`config.mk`:
```
export PLATFORM = sky130hd
export DESIGN_NAME = rgb_led_mode_sequencer
export DESIGN_NICKNAME = d
export VERILOG_FILES = /design/src/rtl/core/rlms_pkg.sv /design/src/rtl/core/rgb_led_mode_sequencer.sv /design/src/rtl/core/rlms_hue_rom.sv /design/src/rtl/core/rlms_core.sv
export SDC_FILE = /design/constraint.sdc
export NUM_CORES = 1
export LEC_CHECK = 0
export BUFFER_PORTS_ARGS = -buffer_cell sky130_fd_sc_hd__buf_4
export CAP_MARGIN = 20
export CORE_ASPECT_RATIO = 1.25
export CORE_MARGIN = 4
export CORE_UTILIZATION = 50
export CTS_BUF_LIST = sky130_fd_sc_hd__clkbuf_4
export CTS_CLUSTER_DIAMETER = 60
export CTS_CLUSTER_SIZE = 40
export DETAILED_ROUTE_END_ITERATION = 16
export GPL_ROUTABILITY_DRIVEN = 0
export PLACE_DENSITY = 0.66
export SLEW_MARGIN = 10
export SYNTH_ARGS = -nofsm -noshare
export SYNTH_HDL_FRONTEND = slang
export SYNTH_SLANG_ARGS = --single-unit
```
`constraint.sdc`:
```
create_clock -name clock -period 4.05 [get_ports clock]
set_input_delay 0.81 -clock clock [delete_from_list [all_inputs] [get_ports clock]]
set_output_delay 0.81 -clock clock [all_outputs]
set_load 0.05 [all_outputs]
```
`src/rtl/core/rlms_pkg.sv`:
```
// rlms_pkg: shared types, codes and the hue ramp table of the rgb led mode sequencer
// no dependencies; the table is built at elaboration by integer sine evaluation
`default_nettype none

package rlms_pkg;

   localparam int HUE_STEPS     = 360;
   localparam int SECTOR_LEN    = HUE_STEPS / 3;
   localparam int SECTOR_LEN_W  = $clog2(SECTOR_LEN);
   localparam int LEVEL_W       = 8;
   localparam int INTERVAL_W    = 16;
   localparam logic [INTERVAL_W-1:0] INTERVAL_RESET = 16'd500;
   localparam logic [LEVEL_W-1:0]    LEVEL_MAX      = 8'd255;

   localparam logic [63:0] PI_Q30    = 64'd3373259426;
   localparam logic [63:0] SQRT3_Q30 = 64'd1859775393;
   localparam logic [63:0] TOL       = 64'd16384;

   typedef enum logic [2:0] {
      OP_TICK  = 3'd0,
      OP_SET   = 3'd1,
      OP_BLINK = 3'd2,
      OP_HUE   = 3'd3,
      OP_OFF   = 3'd4
   } op_type;

   typedef enum logic [1:0] {
      MODE_STATIC = 2'd0,
      MODE_BLINK  = 2'd1,
      MODE_HUE    = 2'd2
   } mode_type;

   typedef struct packed {
      logic [LEVEL_W-1:0] level;
      logic [1:0]         channel;
      logic [2:0]         operation;
   } item_type;

   typedef struct packed {
      logic [1:0]         active_mode;
      logic [LEVEL_W-1:0] blue_level;
      logic [LEVEL_W-1:0] green_level;
      logic [LEVEL_W-1:0] red_level;
   } result_type;

   // entry holds {up, down}
   typedef logic [SECTOR_LEN-1:0][2*LEVEL_W-1:0] rom_type;

   // shift-subtract division, elaboration only
   function automatic logic [63:0] udiv64(input logic [63:0] num, input logic [63:0] den);
      logic [63:0] q;
      logic [63:0] r;
      q = '0;
      r = '0;
      for (int i = 63; i >= 0; i--) begin
         r = {r[62:0], num[i]};
         if (r >= den) begin
            r    = r - den;
            q[i] = 1'b1;
         end
      end
      return q;
   endfunction

   // sine in unsigned q30 by truncated taylor series
   function automatic logic [63:0] sin_q30(input logic [31:0] deg);
      logic [63:0] d;
      logic [63:0] x;
      logic [63:0] x2;
      logic [63:0] term;
      longint      sum;
      d = (deg > 32'd180) ? 64'd180 : 64'(deg);
      if (d > 64'd90) d = 64'd180 - d;
      x    = (d * PI_Q30) / 64'd180;
      x2   = (x * x) >> 30;
      term = x;
      sum  = longint'(x);
      for (int n = 1; n <= 8; n++) begin
         term = (term * x2) >> 30;
         term = udiv64(term, 64'((2 * n) * (2 * n + 1)));
         if (n[0]) sum = sum - longint'(term);
         else sum = sum + longint'(term);
      end
      return (sum < 0) ? 64'd0 : 64'(sum);
   endfunction

   function automatic rom_type build_rom();
      rom_type     rom;
      logic [63:0] a;
      logic [63:0] b;
      logic [63:0] num;
      logic [63:0] up;
      logic [63:0] ceil_up;
      logic [63:0] dn;
      for (int t = 0; t < SECTOR_LEN; t++) begin
         a   = (SQRT3_Q30 * sin_q30(32'(t))) >> 30;
         b   = sin_q30(32'(t + 30));
         num = 64'd85 * a;
         if (b == 64'd0) b = 64'd1;
         up      = udiv64(num + TOL, b);
         ceil_up = udiv64(num + b - 64'd1 + ((b > TOL) ? 64'd0 : TOL) - TOL, b);
         if (up > 64'd255) up = 64'd255;
         dn = (ceil_up > 64'd255) ? 64'd0 : 64'd255 - ceil_up;
         rom[t] = {up[LEVEL_W-1:0], dn[LEVEL_W-1:0]};
      end
      return rom;
   endfunction

   localparam rom_type HUE_ROM = build_rom();

endpackage

`default_nettype wire

```
`src/rtl/core/rgb_led_mode_sequencer.sv`:
```
// rgb_led_mode_sequencer: rgb led level sequencer with static, blink ramp and hue cycle modes
// an accepted item waits in the item register, then updates the state registers that are offered as the result
// throughput: one item per cycle, limited only by the result side taking items
// reset (synchronous): levels zero, static mode, prescaler zero, tick interval 500
// depends on rlms_pkg, rlms_core and rlms_hue_rom
`default_nettype none

module rgb_led_mode_sequencer (
   input  wire logic        clock,
   input  wire logic        reset,
   input  wire logic        req_tvalid,
   output logic             req_tready,
   input  wire logic [15:0] req_tdata,   // operation[2:0], channel[4:3], level[12:5]
   output logic             rsp_tvalid,
   input  wire logic        rsp_tready,
   output logic [31:0]      rsp_tdata,   // red[7:0], green[15:8], blue[23:16], mode[25:24]
   input  wire logic        csr_wr_en,
   input  wire logic [15:0] csr_wr_data
);

   logic [rlms_pkg::INTERVAL_W-1:0] interval_ff, interval_in;
   logic                            in_valid_ff, in_valid_in;
   rlms_pkg::item_type              item_ff, item_in;
   logic                            rsp_valid_ff, rsp_valid_in;
   logic                            take;
   logic                            req_take;
   rlms_pkg::result_type            result;

   assign take     = in_valid_ff && (!rsp_valid_ff || rsp_tready);
   assign req_take = req_tvalid && req_tready;

   assign req_tready   = !in_valid_ff || take;
   assign interval_in  = csr_wr_en ? csr_wr_data : interval_ff;
   assign in_valid_in  = req_take ? 1'b1 : (take ? 1'b0 : in_valid_ff);
   assign item_in      = req_take ? rlms_pkg::item_type'(req_tdata[12:0]) : item_ff;
   assign rsp_valid_in = take ? 1'b1 : (rsp_tready ? 1'b0 : rsp_valid_ff);

   always_ff @(posedge clock) begin
      if (reset) begin
         interval_ff  <= rlms_pkg::INTERVAL_RESET;
         in_valid_ff  <= 1'b0;
         rsp_valid_ff <= 1'b0;
      end else begin
         interval_ff  <= interval_in;
         in_valid_ff  <= in_valid_in;
         rsp_valid_ff <= rsp_valid_in;
      end
   end

   always_ff @(posedge clock) begin
      item_ff <= item_in;
   end

   rlms_core u_core (
      .clock         (clock),
      .reset         (reset),
      .take          (take),
      .item          (item_ff),
      .tick_interval (interval_ff),
      .result        (result)
   );

   // state registers double as the result register
   assign rsp_tvalid = rsp_valid_ff;
   assign rsp_tdata  = {6'd0, result};

endmodule

`default_nettype wire

```
`src/rtl/core/rlms_hue_rom.sv`:
```
// rlms_hue_rom: ramp-up and ramp-down levels for one offset within a hue sector
// depends on rlms_pkg for the elaborated table
`default_nettype none

module rlms_hue_rom (
   input  wire logic [rlms_pkg::SECTOR_LEN_W-1:0] offset,
   output logic      [rlms_pkg::LEVEL_W-1:0]      up_level,
   output logic      [rlms_pkg::LEVEL_W-1:0]      down_level
);

   logic [2*rlms_pkg::LEVEL_W-1:0] entry;

   always_comb begin
      if (32'(offset) < rlms_pkg::SECTOR_LEN) begin
         entry = rlms_pkg::HUE_ROM[offset];
      end else begin
         entry = '0;
      end
   end

   assign up_level   = entry[2*rlms_pkg::LEVEL_W-1:rlms_pkg::LEVEL_W];
   assign down_level = entry[rlms_pkg::LEVEL_W-1:0];

endmodule

`default_nettype wire

```
`src/rtl/core/rlms_core.sv`:
```
// rlms_core: mode state, prescaler and level update for one item per cycle, in cycles where take is high
// depends on rlms_pkg and rlms_hue_rom
`default_nettype none

module rlms_core (
   input  wire logic                                clock,
   input  wire logic                                reset,
   input  wire logic                                take,
   input  wire rlms_pkg::item_type                  item,
   input  wire logic [rlms_pkg::INTERVAL_W-1:0]     tick_interval,
   output rlms_pkg::result_type                     result
);

   localparam int LW = rlms_pkg::LEVEL_W;
   localparam int OW = rlms_pkg::SECTOR_LEN_W;

   logic [LW-1:0] red_ff, red_in;
   logic [LW-1:0] green_ff, green_in;
   logic [LW-1:0] blue_ff, blue_in;
   rlms_pkg::mode_type mode_ff, mode_in;
   logic [1:0] blink_ch_ff, blink_ch_in;
   logic [OW-1:0] hue_off_ff, hue_off_in;
   logic [1:0] hue_sec_ff, hue_sec_in;
   logic [rlms_pkg::INTERVAL_W-1:0] presc_ff, presc_in;

   logic [rlms_pkg::INTERVAL_W-1:0] interval_eff;
   logic [rlms_pkg::INTERVAL_W:0]   presc_inc;
   logic                            fire;
   logic [OW-1:0]                   off_nx;
   logic [1:0]                      sec_nx;
   logic                            off_wrap;
   logic [LW-1:0]                   rom_up;
   logic [LW-1:0]                   rom_down;
   logic [LW-1:0]                   blink_lvl;
   rlms_pkg::op_type                op;

   assign op           = rlms_pkg::op_type'(item.operation);
   assign interval_eff = (tick_interval == '0) ? {{(rlms_pkg::INTERVAL_W-1){1'b0}}, 1'b1}
                                               : tick_interval;
   assign presc_inc    = {1'b0, presc_ff} + {{rlms_pkg::INTERVAL_W{1'b0}}, 1'b1};
   assign fire         = (presc_ff == '0);
   assign off_wrap     = (32'(hue_off_ff) == rlms_pkg::SECTOR_LEN - 1);
   assign off_nx       = off_wrap ? '0 : hue_off_ff + {{(OW-1){1'b0}}, 1'b1};
   assign sec_nx       = off_wrap ? ((hue_sec_ff == 2'd2) ? 2'd0 : hue_sec_ff + 2'd1)
                                  : hue_sec_ff;

   rlms_hue_rom u_hue_rom (
      .offset     (off_nx),
      .up_level   (rom_up),
      .down_level (rom_down)
   );

   always_comb begin
      case (blink_ch_ff)
         2'd1:    blink_lvl = green_ff;
         2'd2:    blink_lvl = blue_ff;
         default: blink_lvl = red_ff;
      endcase
   end

   always_comb begin
      red_in      = red_ff;
      green_in    = green_ff;
      blue_in     = blue_ff;
      mode_in     = mode_ff;
      blink_ch_in = blink_ch_ff;
      hue_off_in  = hue_off_ff;
      hue_sec_in  = hue_sec_ff;
      presc_in    = presc_ff;
      if (take) begin
         unique case (op)
            rlms_pkg::OP_TICK: begin
               presc_in = (presc_inc >= {1'b0, interval_eff}) ? '0
                                                              : presc_inc[rlms_pkg::INTERVAL_W-1:0];
               if (fire && mode_ff == rlms_pkg::MODE_BLINK) begin
                  if (blink_lvl == rlms_pkg::LEVEL_MAX) begin
                     red_in   = '0;
                     green_in = '0;
                     blue_in  = '0;
                     case (blink_ch_ff)
                        2'd1:    blink_ch_in = 2'd2;
                        2'd2:    blink_ch_in = 2'd0;
                        default: blink_ch_in = 2'd1;
                     endcase
                  end else begin
                     case (blink_ch_ff)
                        2'd1:    green_in = green_ff + 8'd1;
                        2'd2:    blue_in  = blue_ff + 8'd1;
                        default: red_in   = red_ff + 8'd1;
                     endcase
                  end
               end else if (fire && mode_ff == rlms_pkg::MODE_HUE) begin
                  hue_off_in = off_nx;
                  hue_sec_in = sec_nx;
                  case (sec_nx)
                     2'd0: begin
                        red_in   = rom_down;
                        green_in = rom_up;
                        blue_in  = '0;
                     end
                     2'd1: begin
                        green_in = rom_down;
                        blue_in  = rom_up;
                        red_in   = '0;
                     end
                     default: begin
                        blue_in  = rom_down;
                        red_in   = rom_up;
                        green_in = '0;
                     end
                  endcase
               end
            end
            rlms_pkg::OP_SET: begin
               case (item.channel)
                  2'd0: begin
                     red_in  = item.level;
                     mode_in = rlms_pkg::MODE_STATIC;
                  end
                  2'd1: begin
                     green_in = item.level;
                     mode_in  = rlms_pkg::MODE_STATIC;
                  end
                  2'd2: begin
                     blue_in = item.level;
                     mode_in = rlms_pkg::MODE_STATIC;
                  end
                  default: begin
                     mode_in = mode_ff;
                  end
               endcase
            end
            rlms_pkg::OP_BLINK: begin
               red_in      = '0;
               green_in    = '0;
               blue_in     = '0;
               mode_in     = rlms_pkg::MODE_BLINK;
               blink_ch_in = 2'd0;
            end
            rlms_pkg::OP_HUE: begin
               red_in     = '0;
               green_in   = '0;
               blue_in    = '0;
               mode_in    = rlms_pkg::MODE_HUE;
               hue_off_in = '0;
               hue_sec_in = 2'd0;
            end
            rlms_pkg::OP_OFF: begin
               red_in   = '0;
               green_in = '0;
               blue_in  = '0;
               mode_in  = rlms_pkg::MODE_STATIC;
            end
            default: begin
               mode_in = mode_ff;
            end
         endcase
      end
   end

   always_ff @(posedge clock) begin
      if (reset) begin
         red_ff      <= '0;
         green_ff    <= '0;
         blue_ff     <= '0;
         mode_ff     <= rlms_pkg::MODE_STATIC;
         blink_ch_ff <= 2'd0;
         hue_off_ff  <= '0;
         hue_sec_ff  <= 2'd0;
         presc_ff    <= '0;
      end else begin
         red_ff      <= red_in;
         green_ff    <= green_in;
         blue_ff     <= blue_in;
         mode_ff     <= mode_in;
         blink_ch_ff <= blink_ch_in;
         hue_off_ff  <= hue_off_in;
         hue_sec_ff  <= hue_sec_in;
         presc_ff    <= presc_in;
      end
   end

   assign result.red_level   = red_ff;
   assign result.green_level = green_ff;
   assign result.blue_level  = blue_ff;
   assign result.active_mode = mode_ff;

   // blink ramp lights at most one channel
   assert property (@(posedge clock) disable iff (reset)
      mode_ff == rlms_pkg::MODE_BLINK |->
         $countones({red_ff != '0, green_ff != '0, blue_ff != '0}) <= 1)
      else $error("blink mode with more than one channel lit");

   // hue cycle always leaves one channel dark
   assert property (@(posedge clock) disable iff (reset)
      mode_ff == rlms_pkg::MODE_HUE |-> (red_ff == '0 || green_ff == '0 || blue_ff == '0))
      else $error("hue mode with all channels lit");

   // a tick off the prescale changes no level or mode
   assert property (@(posedge clock) disable iff (reset)
      take && op == rlms_pkg::OP_TICK && presc_ff != '0 |=>
         $stable(red_ff) && $stable(green_ff) && $stable(blue_ff) && $stable(mode_ff))
      else $error("levels moved on a tick off the prescale");

   assert property (@(posedge clock) disable iff (reset)
      32'(hue_off_ff) < rlms_pkg::SECTOR_LEN && hue_sec_ff != 2'd3 && blink_ch_ff != 2'd3)
      else $error("hue position or blink channel out of range");

endmodule

`default_nettype wire

```
==> impl_metrics.yaml <==
placement:
  portBuffers: 61
  pre_cts_ws_ps: 475.4
  dp.cells: 1266
  dpl.hpwl_microns: 17850
  placed_cell_area_sq_um: 8454
setup_path:
  crit_slowest_cell: "nand2_1"
  reg2reg_slack_ps: 310
  worstPathCellList: "buf_4, ha_1, nand4b_1, o211ai_2, nand2_1, a211oi_1, a211oi_1, o311ai_0, buf_4, nand2b_1, a41oi_1"
  crit_family: "compound AO/OA/AOI/OAI gates"
  arrival_ps: 4060
  reg2reg_from: "u_core.hue_off_ff[1]"
  cp_max_fo: 21
  startpoint_type: "flop"
  slowest_delay_ps: 530
  critPathRequiredTime_ps: 4370
  end_kind: "flop"
  reg2reg_depth: 11
  r2r_end: "u_core.red_ff[3]"
  worstSetupPathType: "flop to flop"
  cp.buffers_inverters: 2
clocking:
  ctsLongestPathBuffers: 2
  path_clk_slew_ps: 160
  clock_latency_ps: 460
  ctsHoldBuffers: 0
  cts-resized-gates: 0
  cts_root_buf: "clkbuf_4"
  cts_setup_buffers: 0
  cts.sinks: 84
  h-tree-depth: 3
  cts_tree: "yes"
  cts_buffers: 9
global_routing:
  grt_pass1_vias: 7639
  overflow: 0
  antenna_found_initial: 1
  grt_pass1_wl_microns: 40630
  grt_usage_pct: 27.65
  grt_max_degree: 44
min_path:
  hold_path.class: "flop to flop"
  whs_endpoint: "u_core.blink_ch_ff[1]"
  hold_depth: 2
  holdCritStartpoint: "u_core.blink_ch_ff[1]"
yosys:
  synth_edf_count: 13
  synth_area_sq_um: 7879
  ys_warn_count: 0
  ys_types: 90
  ys_ff_latch: 84
  yosysTopAreaCellShare_pct: 18.04
  postSynthCellCount: 1042
  yosysTopAreaCell: "dfxtp_1"
  yosys-top-cells-area: "dfxtp_1 (18%), ha_1 (6.0%), edfxtp_1 (5.0%)"
  syn_avg_cell_area_sq_um: 7.561
  synth.most_common_cell: "nor2_1"
  synth_commonest_cells: "nor2_1 (97), nand2_1 (87), dfxtp_1 (71)"
  async_flop_share_pct: 0
  yosysSeqAreaShare_pct: 23.00
  ys.flop_type: "dfxtp_1"
drt:
  drt_first_iter_violations: 1017
  viasPerCell: 6.469
  wl_microns: 24770
  drtPass1Iterations: 6
  post-route-drc-count: 0
  ant_nets: 0
  num_vias: 8300
  post_drt_wl_per_cell_microns: 19.31
timing:
  relSlewSlack_pct: 40.47
  rsz0062_at_grt: "false"
  fin_ws_ps: 311.4
  final_hold_viol_count: 0
  finalMaxSlewViolations: 0
  setup_viol: 0
  fin_skew_ps: 28.16
  period_needed_ps: 3739
  max_freq_mhz: 267.5
  setup_tns_ps: 0
  worstMarginPinSlew_ps: 888.5
  final.period_utilization_pct: 92.31
die:
  ios: 71
  fp-row-count: 51
  start_util_pct: 50.81
  die-area_sq_um: 17840
  fp.dieH_microns: 148.3
  die_w_microns: 120.3
  core_area_sq_um: 15510
pwr:
  ir_drop_mv: 0.2246
  power.leakage_nw: 3.339
  powerDensity_nw_per_um2: 200.4
layout:
  final_area_sq_um: 8602
  fin_nets: 1140
  area_growth_pct: 9.179
  multi_input_area_sq_um: 5465
  num-fill-cells: 1550
  seqCellArea_sq_um: 1812
  final_layout_size_suffix_gt1_share_pct: 14.49
  instances_no_fill: 1283
outcome:
  status: "finished, final reports clean"
job:
  cap_violations: 0
[how the worst max path moves through the flow]
stage,from,endpoint,slack [ps],cells past startpoint
after detailed placement,u_core.hue_off_ff[1],u_core.red_ff[3],480,11
after floorplan,u_core.presc_ff[4],u_core.presc_ff[13],1170,12
after global placement,u_core.hue_off_ff[1],u_core.red_ff[3],390,11
after global routing,u_core.hue_off_ff[1],u_core.red_ff[3],100,11
final,u_core.hue_off_ff[1],u_core.red_ff[3],310,11
after CTS,u_core.hue_off_ff[1],u_core.red_ff[3],410,11
[report_power, final]
part / total [mW] / switching, mW / internal [mW]
clock network: 0.532 / 0.329 / 0.203
registers: 0.917 / 0.0373 / 0.880
logic: 0.275 / 0.176 / 0.0993
[cell type report]
| cell class | count | share of cell area (%) |
|---|---|---|
| Antenna cell | 1 | 0.02909 |
| Clock buffer | 10 | 0.8727 |
| Clock inverter | 6 | 0.8145 |
| Inverter | 47 | 2.051 |
| Multi-Input combinational cell | 825 | 63.53 |
| Sequential cell | 84 | 21.06 |
| Tap cell | 212 | 3.084 |
| Timing Repair Buffer | 98 | 8.553 |
[layout by cell type, fill, tap and decap left out, drive strengths merged, types with 14 or more instances in the layout]
cell    instances
nor3           31
mux2i          21
and3           17
nand2          88
buf            98
o21ai          56
xor2           15
a22oi          18
inv            49
dfxtp          71
ha             38
nand2b         16
o211ai         34
a31oi          19
xnor2          22
a211oi         22
nor2           99
nand4          14
nand3          55
a21oi          66
[worst reg2reg max path: stages (launching register included)]
cell and delay, ps:
dfxtp_1 340, buf_4 190, ha_1 510, nand4b_1 210, o211ai_2 270, nand2_1 530
a211oi_1 460, a211oi_1 110, o311ai_0 520, buf_4 220, nand2b_1 140, a41oi_1 120
[routing by layer]
layer  wire length (microns)  track usage (%)  share of wire, %
met5                       0                0                 0
met4                     968            11.90               3.9
met1                   10410            37.21                42
met3                    1860            3.652               7.5
met2                   11530            44.59                47
[registers in the layout (all words and copies together), names as in the netlist]
| signal | cells |
|---|---|
| interval_ff | 16 |
| u_core.presc_ff | 16 |
| item_ff | 13 |
| u_core.blue_ff | 8 |
| u_core.green_ff | 8 |
| u_core.red_ff | 8 |
| u_core.hue_off_ff | 7 |
| u_core.blink_ch_ff | 2 |
| u_core.hue_sec_ff | 2 |
| u_core.mode_ff | 2 |
| in_valid_ff | 1 |
| rsp_tvalid | 1 |
[metrics by stage]
step | util [%] | hold WS, ps | power, mW
floorplan | - | 448.6 | 1.121
global placement | 54.52 | 464.7 | 1.206
detailed placement | 54.52 | 468.1 | 1.208
CTS | 55.46 | 486.2 | 1.733
global route | 55.47 | 500.7 | 1.802
finish | 55.47 | 486.0 | 1.724
[cell families after synthesis]
family,Yosys count,synth area share [%]
and+or+nand+nor,372,23.31
AOI/OAI and AO/OA,344,31.52
adders and majority gates,40,6.289
other,1,0.04760
DFF,84,22.99
muxes,26,3.430
xor gates and xnor gates,37,4.447
buffers and inverters,138,7.956
No activity file was read; power rests on OpenSTA's default activity.
